## src/rtl/stok_pkg.sv

```systemverilog
package stok_pkg;

   localparam int unsigned MAX_RESULTS = 3;
   localparam int unsigned COUNT_BITS  = $clog2(MAX_RESULTS + 1);
   localparam int unsigned FIFO_DEPTH  = 2;

   // token kinds
   localparam logic [4:0] KIND_IF       = 5'd0;
   localparam logic [4:0] KIND_LET      = 5'd1;
   localparam logic [4:0] KIND_ELSE     = 5'd2;
   localparam logic [4:0] KIND_LOOP     = 5'd3;
   localparam logic [4:0] KIND_RETURN   = 5'd4;
   localparam logic [4:0] KIND_GT       = 5'd5;
   localparam logic [4:0] KIND_DOLLAR   = 5'd6;
   localparam logic [4:0] KIND_COMMA    = 5'd7;
   localparam logic [4:0] KIND_LPAREN   = 5'd8;
   localparam logic [4:0] KIND_RPAREN   = 5'd9;
   localparam logic [4:0] KIND_LBRACKET = 5'd10;
   localparam logic [4:0] KIND_RBRACKET = 5'd11;
   localparam logic [4:0] KIND_LBRACE   = 5'd12;
   localparam logic [4:0] KIND_RBRACE   = 5'd13;
   localparam logic [4:0] KIND_NUM      = 5'd14;
   localparam logic [4:0] KIND_STRING   = 5'd15;
   localparam logic [4:0] KIND_PLUS     = 5'd16;
   localparam logic [4:0] KIND_MINUS    = 5'd17;
   localparam logic [4:0] KIND_EQUAL    = 5'd18;
   localparam logic [4:0] KIND_NAME     = 5'd19;
   localparam logic [4:0] KIND_END      = 5'd20;
   localparam logic [4:0] KIND_ERROR    = 5'd21;

   // keyword slots, same order as the keyword kinds
   localparam int unsigned NUM_KEYWORDS = 5;
   localparam logic [2:0] KW_IF     = 3'd0;
   localparam logic [2:0] KW_LET    = 3'd1;
   localparam logic [2:0] KW_ELSE   = 3'd2;
   localparam logic [2:0] KW_LOOP   = 3'd3;
   localparam logic [2:0] KW_RETURN = 3'd4;

   // characters
   localparam logic [7:0] CH_SPACE    = " ";
   localparam logic [7:0] CH_TAB      = 8'h09;
   localparam logic [7:0] CH_LF       = 8'h0A;
   localparam logic [7:0] CH_QUOTE    = 8'h22;
   localparam logic [7:0] CH_GT       = ">";
   localparam logic [7:0] CH_DOLLAR   = "$";
   localparam logic [7:0] CH_COMMA    = ",";
   localparam logic [7:0] CH_LPAREN   = "(";
   localparam logic [7:0] CH_RPAREN   = ")";
   localparam logic [7:0] CH_LBRACKET = "[";
   localparam logic [7:0] CH_RBRACKET = "]";
   localparam logic [7:0] CH_LBRACE   = "{";
   localparam logic [7:0] CH_RBRACE   = "}";
   localparam logic [7:0] CH_PLUS     = "+";
   localparam logic [7:0] CH_MINUS    = "-";
   localparam logic [7:0] CH_EQUAL    = "=";

   typedef struct packed {
      logic [7:0] in_byte;
      logic       end_of_input;
   } req_word_type;

   typedef struct packed {
      logic [4:0]  token_kind;
      logic [15:0] token_line;
      logic [15:0] token_column;
      logic [15:0] token_offset;
      logic [15:0] token_length;
      logic        last_of_run;
   } rsp_word_type;

   // all results caused by one input byte
   typedef struct packed {
      rsp_word_type [MAX_RESULTS-1:0] slot;
      logic [COUNT_BITS-1:0]          count;
   } bundle_type;

   typedef struct packed {
      logic not_empty;
      logic full;
   } fifo_status_type;

   typedef struct packed {
      logic       hit;
      logic [4:0] kind;
   } punct_type;

   function automatic logic [7:0] kw_char(input logic [2:0] k, input logic [2:0] pos);
      logic [47:0] text;
      case (k)
         KW_IF:     text = {"if", 32'h0};
         KW_LET:    text = {"let", 24'h0};
         KW_ELSE:   text = {"else", 16'h0};
         KW_LOOP:   text = {"loop", 16'h0};
         KW_RETURN: text = "return";
         default:   text = '0;
      endcase
      return text[47 - 8 * pos -: 8];
   endfunction

   function automatic logic [2:0] kw_len(input logic [2:0] k);
      logic [2:0] len;
      case (k)
         KW_IF:     len = 3'd2;
         KW_LET:    len = 3'd3;
         KW_ELSE:   len = 3'd4;
         KW_LOOP:   len = 3'd4;
         KW_RETURN: len = 3'd6;
         default:   len = 3'd0;
      endcase
      return len;
   endfunction

   function automatic punct_type punct_kind(input logic [7:0] b);
      punct_type p;
      p.hit = 1'b1;
      case (b)
         CH_GT:       p.kind = KIND_GT;
         CH_DOLLAR:   p.kind = KIND_DOLLAR;
         CH_COMMA:    p.kind = KIND_COMMA;
         CH_LPAREN:   p.kind = KIND_LPAREN;
         CH_RPAREN:   p.kind = KIND_RPAREN;
         CH_LBRACKET: p.kind = KIND_LBRACKET;
         CH_RBRACKET: p.kind = KIND_RBRACKET;
         CH_LBRACE:   p.kind = KIND_LBRACE;
         CH_RBRACE:   p.kind = KIND_RBRACE;
         CH_PLUS:     p.kind = KIND_PLUS;
         CH_MINUS:    p.kind = KIND_MINUS;
         CH_EQUAL:    p.kind = KIND_EQUAL;
         default: begin
            p.hit  = 1'b0;
            p.kind = KIND_ERROR;
         end
      endcase
      return p;
   endfunction

endpackage

```

## src/rtl/stok_scan.sv

```systemverilog
module stok_scan #(
   parameter int unsigned POSITION_BITS = 16
) (
   input  logic                  clock,
   input  logic                  reset,
   input  logic                  accept,
   input  stok_pkg::req_word_type req_word,
   output logic                  push,
   output stok_pkg::bundle_type  bundle
);
   import stok_pkg::*;

   typedef enum logic [1:0] {MODE_IDLE, MODE_NUM, MODE_NAME, MODE_STR} mode_type;
   typedef logic [POSITION_BITS-1:0] pos_type;

   localparam pos_type POS_MAX = '1;
   localparam pos_type POS_ONE = pos_type'(1);

   mode_type mode_ff, mode_in;
   logic [NUM_KEYWORDS-1:0] cand_ff, cand_in;
   logic [2:0] mpos_ff, mpos_in;
   pos_type line_ff, line_in, col_ff, col_in, off_ff, off_in;
   pos_type sline_ff, sline_in, scol_ff, scol_in, soff_ff, soff_in;
   pos_type tlen_ff, tlen_in;

   rsp_word_type [MAX_RESULTS-1:0] slots;
   logic [COUNT_BITS-1:0] cnt;
   logic [7:0] b;
   logic eoi, consumed, newline, hit_any, is_digit, is_alpha;
   logic [2:0] hit_k;
   logic [NUM_KEYWORDS-1:0] next_cand, first_cand;
   punct_type pk;

   function automatic pos_type sat_inc(input pos_type v);
      return (v == POS_MAX) ? v : v + POS_ONE;
   endfunction

   function automatic rsp_word_type make_rsp(input logic [4:0] kind, input pos_type ln,
                                            input pos_type cl, input pos_type of,
                                            input pos_type len);
      rsp_word_type r;
      r.token_kind   = kind;
      r.token_line   = 16'(ln);
      r.token_column = 16'(cl);
      r.token_offset = 16'(of);
      r.token_length = 16'(len);
      r.last_of_run  = 1'b0;
      return r;
   endfunction

   always_comb begin
      mode_in  = mode_ff;
      cand_in  = cand_ff;
      mpos_in  = mpos_ff;
      line_in  = line_ff;
      col_in   = col_ff;
      off_in   = off_ff;
      sline_in = sline_ff;
      scol_in  = scol_ff;
      soff_in  = soff_ff;
      tlen_in  = tlen_ff;
      slots    = '0;
      cnt      = '0;
      consumed = 1'b0;
      newline  = 1'b0;
      hit_any  = 1'b0;
      hit_k    = '0;
      next_cand  = '0;
      first_cand = '0;
      b   = req_word.in_byte;
      eoi = req_word.end_of_input;
      is_digit = b inside {["0":"9"]};
      is_alpha = b inside {["a":"z"], ["A":"Z"]};
      pk  = punct_kind(b);

      case (mode_ff)
         MODE_NUM: begin
            if (is_digit) begin
               tlen_in  = sat_inc(tlen_ff);
               consumed = 1'b1;
            end else begin
               slots[cnt] = make_rsp(KIND_NUM, sline_in, scol_in, soff_in, tlen_in);
               cnt = cnt + COUNT_BITS'(1);
               mode_in = MODE_IDLE;
            end
         end
         MODE_NAME: begin
            if (cand_ff != '0) begin
               for (int k = 0; k < NUM_KEYWORDS; k++) begin
                  if (cand_ff[k] && mpos_ff < kw_len(3'(k)) &&
                      kw_char(3'(k), mpos_ff) == b) begin
                     if ({1'b0, mpos_ff} + 4'd1 == {1'b0, kw_len(3'(k))}) begin
                        hit_any = 1'b1;
                        hit_k   = 3'(k);
                     end else begin
                        next_cand[k] = 1'b1;
                     end
                  end
               end
               if (hit_any) begin
                  // keyword kinds share the keyword slot numbers
                  slots[cnt] = make_rsp(5'(hit_k), sline_in, scol_in, soff_in, '0);
                  cnt = cnt + COUNT_BITS'(1);
                  mode_in  = MODE_IDLE;
                  cand_in  = '0;
                  mpos_in  = '0;
                  consumed = 1'b1;
               end else if (next_cand != '0) begin
                  cand_in  = next_cand;
                  mpos_in  = mpos_ff + 3'd1;
                  tlen_in  = sat_inc(tlen_ff);
                  consumed = 1'b1;
               end else begin
                  cand_in = '0;
                  mpos_in = '0;
               end
            end
            if (!consumed && mode_in == MODE_NAME) begin
               if (is_alpha || is_digit) begin
                  tlen_in  = sat_inc(tlen_in);
                  consumed = 1'b1;
               end else begin
                  slots[cnt] = make_rsp(KIND_NAME, sline_in, scol_in, soff_in, tlen_in);
                  cnt = cnt + COUNT_BITS'(1);
                  mode_in = MODE_IDLE;
               end
            end
         end
         MODE_STR: begin
            if (b == CH_QUOTE) begin
               slots[cnt] = make_rsp(KIND_STRING, sline_in, scol_in, soff_in, tlen_in);
               cnt = cnt + COUNT_BITS'(1);
               mode_in = MODE_IDLE;
            end else begin
               tlen_in = sat_inc(tlen_ff);
            end
            consumed = 1'b1;
         end
         default: begin
         end
      endcase

      // start of a new token
      if (!consumed) begin
         if (b == CH_LF) begin
            newline = 1'b1;
         end else if (b != CH_SPACE && b != CH_TAB) begin
            for (int k = 0; k < NUM_KEYWORDS; k++) begin
               first_cand[k] = (kw_char(3'(k), 3'd0) == b);
            end
            sline_in = line_ff;
            scol_in  = col_ff;
            soff_in  = off_ff;
            tlen_in  = POS_ONE;
            if (first_cand != '0) begin
               mode_in = MODE_NAME;
               cand_in = first_cand;
               mpos_in = 3'd1;
            end else if (pk.hit) begin
               slots[cnt] = make_rsp(pk.kind, line_ff, col_ff, off_ff, '0);
               cnt = cnt + COUNT_BITS'(1);
            end else if (is_digit) begin
               mode_in = MODE_NUM;
            end else if (b == CH_QUOTE) begin
               mode_in = MODE_STR;
               soff_in = sat_inc(off_ff);
               tlen_in = '0;
            end else if (is_alpha) begin
               mode_in = MODE_NAME;
               cand_in = '0;
               mpos_in = '0;
            end else begin
               slots[cnt] = make_rsp(KIND_ERROR, line_ff, col_ff, off_ff, '0);
               cnt = cnt + COUNT_BITS'(1);
            end
         end
      end

      off_in = sat_inc(off_ff);
      if (newline) begin
         line_in = sat_inc(line_ff);
         col_in  = POS_ONE;
      end else begin
         col_in = sat_inc(col_ff);
      end

      if (eoi) begin
         case (mode_in)
            MODE_NUM: begin
               slots[cnt] = make_rsp(KIND_NUM, sline_in, scol_in, soff_in, tlen_in);
               cnt = cnt + COUNT_BITS'(1);
            end
            MODE_NAME: begin
               slots[cnt] = make_rsp(KIND_NAME, sline_in, scol_in, soff_in, tlen_in);
               cnt = cnt + COUNT_BITS'(1);
            end
            MODE_STR: begin
               slots[cnt] = make_rsp(KIND_ERROR, sline_in, scol_in, soff_in, tlen_in);
               cnt = cnt + COUNT_BITS'(1);
            end
            default: begin
            end
         endcase
         slots[cnt] = make_rsp(KIND_END, line_in, col_in, off_in, '0);
         cnt = cnt + COUNT_BITS'(1);
         mode_in  = MODE_IDLE;
         cand_in  = '0;
         mpos_in  = '0;
         line_in  = POS_ONE;
         col_in   = POS_ONE;
         off_in   = '0;
         sline_in = POS_ONE;
         scol_in  = POS_ONE;
         soff_in  = '0;
         tlen_in  = '0;
      end

      if (cnt != '0) begin
         slots[cnt - COUNT_BITS'(1)].last_of_run = 1'b1;
      end
   end

   always_ff @(posedge clock) begin
      if (reset) begin
         mode_ff  <= MODE_IDLE;
         cand_ff  <= '0;
         mpos_ff  <= '0;
         line_ff  <= POS_ONE;
         col_ff   <= POS_ONE;
         off_ff   <= '0;
         sline_ff <= POS_ONE;
         scol_ff  <= POS_ONE;
         soff_ff  <= '0;
         tlen_ff  <= '0;
      end else if (accept) begin
         mode_ff  <= mode_in;
         cand_ff  <= cand_in;
         mpos_ff  <= mpos_in;
         line_ff  <= line_in;
         col_ff   <= col_in;
         off_ff   <= off_in;
         sline_ff <= sline_in;
         scol_ff  <= scol_in;
         soff_ff  <= soff_in;
         tlen_ff  <= tlen_in;
      end
   end

   assign push         = accept && (cnt != '0);
   assign bundle.slot  = slots;
   assign bundle.count = cnt;

endmodule

```

## src/rtl/stok_fifo.sv

```systemverilog
module stok_fifo (
   input  logic                     clock,
   input  logic                     reset,
   input  logic                     push,
   input  stok_pkg::bundle_type     push_word,
   input  logic                     pop,
   output stok_pkg::fifo_status_type status,
   output stok_pkg::bundle_type     head
);
   import stok_pkg::*;

   localparam int unsigned PTR_BITS = (FIFO_DEPTH > 1) ? $clog2(FIFO_DEPTH) : 1;
   localparam logic [PTR_BITS-1:0] PTR_LAST = PTR_BITS'(FIFO_DEPTH - 1);

   bundle_type store_ff [FIFO_DEPTH];
   logic [PTR_BITS-1:0] wr_ptr_ff, rd_ptr_ff;
   logic [PTR_BITS:0]   count_ff;

   always_ff @(posedge clock) begin
      if (push) begin
         store_ff[wr_ptr_ff] <= push_word;
      end
   end

   always_ff @(posedge clock) begin
      if (reset) begin
         wr_ptr_ff <= '0;
         rd_ptr_ff <= '0;
         count_ff  <= '0;
      end else begin
         if (push) begin
            wr_ptr_ff <= (wr_ptr_ff == PTR_LAST) ? '0 : wr_ptr_ff + PTR_BITS'(1);
         end
         if (pop) begin
            rd_ptr_ff <= (rd_ptr_ff == PTR_LAST) ? '0 : rd_ptr_ff + PTR_BITS'(1);
         end
         count_ff <= count_ff + (PTR_BITS + 1)'(push) - (PTR_BITS + 1)'(pop);
      end
   end

   assign head             = store_ff[rd_ptr_ff];
   assign status.not_empty = (count_ff != '0);
   assign status.full      = (count_ff == (PTR_BITS + 1)'(FIFO_DEPTH));

endmodule

```

## src/rtl/stok_emit.sv

```systemverilog
module stok_emit (
   input  logic                      clock,
   input  logic                      reset,
   input  stok_pkg::fifo_status_type status,
   input  stok_pkg::bundle_type      head,
   output logic                      pop,
   output logic                      rsp_valid,
   input  logic                      rsp_ready,
   output stok_pkg::rsp_word_type    rsp_word
);
   import stok_pkg::*;

   bundle_type cur_ff;
   logic [COUNT_BITS-1:0] idx_ff;
   logic busy_ff;
   logic take, done;

   assign take = busy_ff && rsp_ready;
   assign done = take && (idx_ff == cur_ff.count - COUNT_BITS'(1));
   assign pop  = status.not_empty && (!busy_ff || done);

   always_ff @(posedge clock) begin
      if (pop) begin
         cur_ff <= head;
      end
   end

   always_ff @(posedge clock) begin
      if (reset) begin
         busy_ff <= 1'b0;
         idx_ff  <= '0;
      end else if (pop) begin
         busy_ff <= 1'b1;
         idx_ff  <= '0;
      end else if (done) begin
         busy_ff <= 1'b0;
      end else if (take) begin
         idx_ff <= idx_ff + COUNT_BITS'(1);
      end
   end

   assign rsp_valid = busy_ff;
   assign rsp_word  = cur_ff.slot[idx_ff];

endmodule

```

## src/rtl/source_tokenizer.sv

```systemverilog
// Streaming lexer: one source byte per req word, token words out on rsp. A byte is
// taken every cycle while the two-entry queue between the scanner and the emitter
// has room; the scanner updates line, column, offset and keyword match state in the
// same cycle and queues every token the byte causes (up to three). The emitter hands
// out one token per cycle while rsp_ready is high, and the output rate is what limits
// sustained throughput when tokens are dense. Keywords match as prefixes at a token
// start with no word boundary. Positions count in POSITION_BITS bits, saturate at the
// top and are shown as their low 16 bits. The byte marked end_of_input ends with an
// end token and returns all state to reset.
module source_tokenizer #(
   parameter int unsigned POSITION_BITS = 16
) (
   input  logic                   clock,
   input  logic                   reset,
   input  logic                   req_valid,
   output logic                   req_ready,
   input  stok_pkg::req_word_type req_word,
   output logic                   rsp_valid,
   input  logic                   rsp_ready,
   output stok_pkg::rsp_word_type rsp_word
);
   import stok_pkg::*;

   logic            accept;
   logic            push;
   logic            pop;
   bundle_type      bundle;
   bundle_type      head;
   fifo_status_type status;

   // a full queue is the only thing that holds the source back
   assign req_ready = !status.full;
   assign accept    = req_valid && req_ready;

   // front: scanner state and token classification, one byte per cycle while the queue has room
   stok_scan #(
      .POSITION_BITS(POSITION_BITS)
   ) u_scan (
      .clock    (clock),
      .reset    (reset),
      .accept   (accept),
      .req_word (req_word),
      .push     (push),
      .bundle   (bundle)
   );

   // queue of per-byte token groups, lets each side stall on its own
   stok_fifo u_fifo (
      .clock     (clock),
      .reset     (reset),
      .push      (push),
      .push_word (bundle),
      .pop       (pop),
      .status    (status),
      .head      (head)
   );

   // back: serializes each group onto rsp; the scanner flags the last token of the byte
   stok_emit u_emit (
      .clock     (clock),
      .reset     (reset),
      .status    (status),
      .head      (head),
      .pop       (pop),
      .rsp_valid (rsp_valid),
      .rsp_ready (rsp_ready),
      .rsp_word  (rsp_word)
   );

endmodule

```

## config.mk

```make
export PLATFORM = sky130hd
export DESIGN_NAME = source_tokenizer
export DESIGN_NICKNAME = d
export VERILOG_FILES = /design/src/rtl/stok_pkg.sv /design/src/rtl/stok_scan.sv /design/src/rtl/stok_fifo.sv /design/src/rtl/stok_emit.sv /design/src/rtl/source_tokenizer.sv
export SDC_FILE = /design/constraint.sdc
export NUM_CORES = 1
export LEC_CHECK = 0
export BUFFER_PORTS_ARGS = -buffer_cell sky130_fd_sc_hd__buf_2
export CAP_MARGIN = 20
export CORE_ASPECT_RATIO = 0.9
export CORE_MARGIN = 1.5
export CORE_UTILIZATION = 50
export DETAILED_ROUTE_END_ITERATION = 7
export PLACE_DENSITY = 0.63
export RECOVER_POWER = 100
export SKIP_CTS_REPAIR_TIMING = 1
export SLEW_MARGIN = 30
export SYNTH_ARGS = -nofsm -noshare
export SYNTH_HDL_FRONTEND = slang
export SYNTH_SLANG_ARGS = --single-unit
```

## constraint.sdc

```tcl
create_clock -name clock -period 23.3 [get_ports clock]
set_clock_uncertainty 0.1 [all_clocks]
set_input_delay 4.66 -clock clock [delete_from_list [all_inputs] [get_ports clock]]
set_output_delay 4.66 -clock clock [all_outputs]
set_load 0.02 [all_outputs]
```

==> results of run 1 <==
==> where the power goes <==
| group | internal, mW | total (mW) | switching (mW) | leakage [nW] |
|---|---|---|---|---|
| Sequential | 1.88 | 1.96 | 0.0811 | 7.23 |
| Combinational | 0.278 | 0.822 | 0.545 | 4.57 |
| Clock | 0.727 | 1.26 | 0.537 | 1.26 |
| Total | 2.89 | 4.05 | 1.16 | 13.1 |
==> cells by family (layout without fill, tap and decap cells) <==
group / Yosys count / count (layout) / synth area share [%]
xor gates and xnor gates: 91 / 91 / 2.17
muxes: 336 / 336 / 9.72
other: 0 / 1 / 0
buffers and inverters: 321 / 326 / 3.42
adders and majority gates: 25 / 25 / 0.834
AOI/OAI and AO/OA: 831 / 831 / 14.5
and+or+nand+nor: 962 / 962 / 11.5
DFF: 765 / 765 / 57.8
==> layer usage <==
layer  share of wire [%]  up-vias  wire length, um  GRT usage [%]
met2                  45     1419            48300           41.8
met3                 9.0      225             9700           4.25
met5                   0        -                0              0
li1                    -    12400                -              -
met4                 2.8        0             2990           8.85
met1                  43    13500            46700           40.2
==> synthesized netlist by cell type, drive strengths merged, types with 7 or more instances <==
cell type,instances,area [um^2]
a211oi,18,153
a21o,13,97.6
a21oi,207,1050
a221o,9,90.1
a222oi,8,80.1
a22o,19,166
a22oi,132,991
a2bb2oi,7,61.3
a31oi,20,140
a32oi,7,61.3
and2,14,87.6
and3,18,113
and4,8,70.1
buf,52,272
clkbuf,223,840
dfxtp,129,2580
edfxtp,636,19100
ha,25,313
inv,46,173
mux2,221,2490
mux2i,115,1150
nand2,321,1210
nand2b,12,75.1
nand3,77,390
nand4,22,153
nor2,360,1360
nor2b,13,81.3
nor3,49,255
nor4,13,103
o211ai,15,126
o21a,7,52.6
o21ai,227,1140
o221ai,35,307
o22a,16,140
o22ai,29,195
o32ai,13,121
or2,17,106
or3,12,85.1
or4,9,75.1
xnor2,56,505
xor2,35,307
==> per-stage QoR <==
step	cells	total power, mW
6_report	4307	4.05
5_1_grt	4306	4.20
4_1_cts	4306	4.03
3_5_place_dp	4160	2.77
3_3_place_gp	4157	2.75
2_1_floorplan	3331	2.58
==> flip-flops by register name (all words and copies together), names as in the netlist <==
name	count
u_emit.cur_ff	212
u_emit.idx_ff	2
u_emit.rsp_valid	1
u_fifo.count_ff	2
u_fifo.rd_ptr_ff	1
u_fifo.store_ff	424
u_fifo.wr_ptr_ff	1
u_scan.cand_ff	5
u_scan.col_ff	16
u_scan.line_ff	16
u_scan.mode_ff	2
u_scan.mpos_ff	3
u_scan.off_ff	16
u_scan.scol_ff	16
u_scan.sline_ff	16
u_scan.soff_ff	16
u_scan.tlen_ff	16
==> worst max-delay path by stage <==
stage	from	to	slack, ps	cells after the start
finish	req_word[4]	u_fifo.store_ff[1][60]	6200	17
CTS	req_word[4]	u_fifo.store_ff[1][11]	10990	25
global placement	req_word[8]	u_fifo.store_ff[1][149]	10430	24
floorplan	req_word[3]	u_fifo.store_ff[0][0]	4790	22
detailed placement	req_word[4]	u_fifo.store_ff[1][148]	10340	25
global route	req_word[4]	u_fifo.store_ff[1][11]	5230	18
==> worst max-delay path: stages <==
cell	delay (ps)
clkbuf_1	800
xor2_1	170
o32a_1	250
a211o_1	350
or3_1	370
o211ai_1	660
o41ai_1	300
a41o_1	470
nor3_1	1340
a21oi_1	290
ha_1	370
mux2i_1	330
o21ai_0	430
nor2_4	220
clkbuf_1	2380
clkbuf_1	2640
buf_4	990
==> placed cells by master, fill, tap and decap left out, types with 28 or more instances in the layout <==
cell and count:
nand3_1 77, o22ai_1 28, xor2_1 35, nand2_1 318
edfxtp_1 636, xnor2_1 55, dfxtp_1 128, o221ai_1 35
mux2i_1 115, inv_1 46, nor3_1 47, a21oi_1 204
o21ai_0 222, a22oi_1 132, nor2_1 355, mux2_2 198
clkbuf_16 82, clkbuf_1 121
==> area by class of cell <==
type                    instances  area (um^2)
clock buffers                 107         2170
multi-input cells            2245        14600
inverters                      46          173
repair buffers                134          629
flip-flops and latches        765        21700
clock inverters                39          425
diodes                          1         2.50
well taps                     970         1210
fillers                      6344        33500
==> flow_summary.toml, run 1 <==
[status]
status = "complete, but fails checks"
violations = "design-rule violations, max-capacitance violations, max-slew violations"

[timing]
fin_ws_ps = 6200
finalSetupViolCount = 0
post-route-period-util_pct = 73.4
slew_viol_final = 1308
final_hold_viol_count = 0
period_needed_ps = 17100
rsz0062_at_grt = "no"
tightest_slew_ps = 8600
whs_ps = 407
fin_tns_setup_ps = 0
relSlewSlack_pct = -473
max_freq_mhz = 58.5

[finish]
fin_area_um2 = 40900
nets = 3311
synthToLayoutAreaGrowth_pct = 9.00
fin_util_pct = 54.9
layout-drive-gt1-share_pct = 12.1

[global_route]
grt_max_degree = 147
grt_overflow = 0
antenna_found_initial = 2
grt.total_usage_pct = 27.4
grt_pass1_vias = 26600
grt_pass1_wl_mm = 162

[clock_network]
clk_pin_slew_worst_paths_ps = 60
cts-buffers-inserted = 81
cts-htree-levels = 3
cts_tree = "built"
cts_num_sinks = 765
clock_latency_ps = 630
root_buffer = "clkbuf_16"
cts_buffer_depth = 3

[setup_path]
reg2regPathDepth = 18
worstSetupPathType = "in -> reg"
worstPathArrival_ps = 17250
rr_startpoint = "u_scan.mpos_ff[2]"
r2r_slack_ps = 9100
crit_fanout = 66
required_ps = 23450
crit_path_end_kind = "flop"
crit_path_start_kind = "input pin"
r2r_end = "u_fifo.store_ff[1][60]"

[min_path]
hold_class = "reg -> reg"
hold_end = "u_emit.rsp_valid"
min_path_cells = 2
worstHoldStart = "u_emit.rsp_valid"

[detailed_routing]
routed_wl_mm = 108
avgViaCountPerCell = 6.39
drc = 5
firstDrtPassIters = 8
vias = 27500
drtAntennaViolNets = 0
wl_per_cell_um = 25.0
drt_iter0_markers = 3594

[yosys]
syn_area_per_cell_um2 = 11.3
synth_ff_type = "edfxtp_1"
ys_warn_count = 0
syn-num-nets = 3369
synth_seq_cells = 765
synth_seq_area_share_pct = 57.8
async_flop_share_pct = 0
ys_types = 99
synth_cells = 3331
synth_area_um2 = 37500
synth_edf_count = 636

[floorplan]
initial_utilization_pct = 50.4
die-width_um = 292
row_count = 95
ios = 85
core_um2 = 74400
die_h_um = 263
die_area_um2 = 76700

[placement]
place_congestion = 0.907
dpl.hpwl_mm = 66.0
portBuffers = 84
dp_slack_ps = 10340
place_area_um2 = 38600

[power]
power.density_nw_per_um2 = 99.0
p_leak_nw = 13.1
ir_drop_mv = 0.0833

[run]
cap_violations = 27
(Power assumes the default switching activity.)
==> inputs of run 2 (changes only) <==
--- a/config.mk
+++ b/config.mk
@@ -5,6 +5,7 @@
 export SDC_FILE = /design/constraint.sdc
 export NUM_CORES = 1
 export LEC_CHECK = 0
+export ABC_AREA = 1
 export BUFFER_PORTS_ARGS = -buffer_cell sky130_fd_sc_hd__buf_2
 export CAP_MARGIN = 20
 export CORE_ASPECT_RATIO = 0.9
==> constraint.sdc (replaced) <==
create_clock -name clock -period 17.6 [get_ports clock]
set_clock_uncertainty 0.1 [all_clocks]
set_input_delay 3.52 -clock clock [delete_from_list [all_inputs] [get_ports clock]]
set_output_delay 3.52 -clock clock [all_outputs]
set_load 0.02 [all_outputs]
==> flow_summary.toml, run 2 <==
[yosys]
yosysMostFrequentCell = "nand2_1"
synth_edf_count = 636
synth_cells = 4765
yosysTopAreaCell = "edfxtp_1"
synth_common_cells = "nand2_1 (1548), edfxtp_1 (636), nor2_1 (408)"
synth_ff_type = "edfxtp_1"
syn_area_per_cell_um2 = 8.37
synth_top_area_share_pct = 47.9
async_flop_share_pct = 0
synth_seq_cells = 765
ys_warn_count = 0
syn-num-nets = 4803
synth_seq_area_share_pct = 54.4
ys_types = 64
synth_area_um2 = 39900
ys_top_cells_by_area = "edfxtp_1 (48%), nand2_1 (15%), dfxtp_1 (6.5%)"

[timing]
period_needed_ps = 13800
max_freq_mhz = 72.5
post-route-period-util_pct = 78.4
rsz0062_at_grt = "no"
fin_tns_setup_ps = 0
slew_viol_final = 1184
final_hold_viol_count = 0
relSlewSlack_pct = -200
whs_ps = 378
tightest_slew_ps = 4500
finalSetupViolCount = 0

[global_route]
grt_max_degree = 176
grt_pass1_wl_mm = 186
grt.total_usage_pct = 29.8
grt_overflow = 0
grt_pass1_vias = 30400
antenna_found_initial = 4

[finish]
final_common_cell = "nand2_1"
diodes = 0
nets = 4736
largest_registers = "u_fifo.store_ff x424, u_emit.cur_ff x212"
layout_common_cells = "nand2_1 (1552), edfxtp_1 (636), nor2_1 (406)"
finalNonFillerCells = 5813
top_register = "u_fifo.store_ff"
largest_register_ffs = 424
synthToLayoutAreaGrowth_pct = 8.43
layout-drive-gt1-share_pct = 4.89

[detailed_routing]
drtAntennaViolNets = 0
routed_wl_mm = 123
vias = 33800
drt_iter0_markers = 4019
firstDrtPassIters = 6
drc = 0
avgViaCountPerCell = 5.81
wl_per_cell_um = 21.2

[placement]
dpl.hpwl_mm = 76.0
placedCellCount = 5666
portBuffers = 84
place_congestion = 0.903

[status]
status = "complete, but fails checks"
violations = "max-capacitance violations, max-slew violations"

[clock_network]
cts-buffers-inserted = 80
root_buffer = "clkbuf_16"
clock_latency_ps = 650
cts_buffer_depth = 3
clk_pin_slew_worst_paths_ps = 60
cts-htree-levels = 3
cts_tree = "built"
cts_num_sinks = 765

[floorplan]
die-width_um = 301
ios = 85
die_h_um = 271
row_count = 98
die_area_um2 = 81400
core_um2 = 79200
initial_utilization_pct = 50.3

[setup_path]
reg2regPathDepth = 8
worstPathArrival_ps = 14030
r2r_end = "u_emit.cur_ff[15]"
rr_startpoint = "u_emit.idx_ff[0]"
crit_fanout = 33
required_ps = 17840
r2r_slack_ps = 4980
worstSetupPathType = "in -> reg"
crit_path_end_kind = "flop"
crit_path_start_kind = "input pin"

[min_path]
hold_class = "reg -> reg"
worstHoldStart = "u_scan.scol_ff[8]"
min_path_cells = 2
hold_end = "u_scan.scol_ff[8]"

[power]
ir_drop_mv = 0.155
power.density_nw_per_um2 = 131
p_leak_nw = 16.8
p_total_mw = 5.67

[run]
cap_violations = 24
run 2: worst max path at each step:
stage                start                endpoint  depth (start not counted)
2_1_floorplan  req_word[4]   u_fifo.store_ff[0][0]                         29
3_3_place_gp   req_word[6]  u_fifo.store_ff[0][50]                         29
3_5_place_dp   req_word[2]  u_fifo.store_ff[0][44]                         29
4_1_cts        req_word[2]  u_fifo.store_ff[0][46]                         29
5_1_grt        req_word[2]   u_fifo.store_ff[1][4]                         26
6_report       req_word[2]   u_fifo.store_ff[1][4]                         26
run 2: worst max-delay path, cell delays in order:
cell and delay (ps):
clkbuf_1 410, inv_1 280, nor2_1 160, inv_1 80, nor2_1 130, inv_1 60
nor2_1 1350, inv_1 750, nor2_1 320, inv_1 60, nand2_1 450, a21oi_1 250
ha_1 340, inv_1 60, nor2_1 40, a21oi_1 280, inv_1 110, ha_1 300
nand2_1 50, nand2_1 150, nand2_4 90, nand2_2 270, clkbuf_1 2170, inv_1 1670
nand3b_1 390, nand2_1 220
run 2: metrics by stage:
| stage | utilization, % | cell area [um^2] | worst slack [ps] |
|---|---|---|---|
| 2_1_floorplan | - | 39900 | 740 |
| 3_3_place_gp | 51.6 | 40900 | 6290 |
| 6_report | 54.6 | 43200 | 3800 |
| 4_1_cts | 54.9 | 43500 | 7240 |
| 3_5_place_dp | 51.7 | 41000 | 6600 |
| 5_1_grt | 54.6 | 43200 | 3590 |
run 2: cell type report:
cell class	count	area [um^2]
flip-flops and latches	765	21700
clock inverters	33	353
clock buffers	114	2220
repair buffers	133	682
multi-input cells	3362	15600
fillers	7354	36000
well taps	1050	1310
inverters	356	1350
run 2: cell families (layout without fill, tap and decap cells):
kind of cell,count (synthesis),in the layout,synth area share [%]
AO/OA/AOI/OAI,798,798,11.6
XOR/XNOR,40,40,0.898
adder cells (fa/ha/maj),25,25,0.785
buffers and inverters,638,636,6.31
flip-flops,765,765,54.4
multiplexers,7,7,0.176
AND/OR/NAND/NOR,2492,2492,25.8
run 2: power breakdown:
part / internal, mW / switching, mW / leakage (nW)
Clock: 0.947 / 0.724 / 1.24
Sequential: 2.52 / 0.112 / 7.08
Combinational: 0.303 / 1.06 / 8.43
Total: 3.77 / 1.90 / 16.8
run 2: layer usage:
layer	up-vias	wire length (um)	global-route usage, %
met3	254	12200	5.40
met2	1727	52100	43.3
met5	-	31	0
met4	4	3750	9.68
met1	15900	55300	44.7
li1	15900	-	-
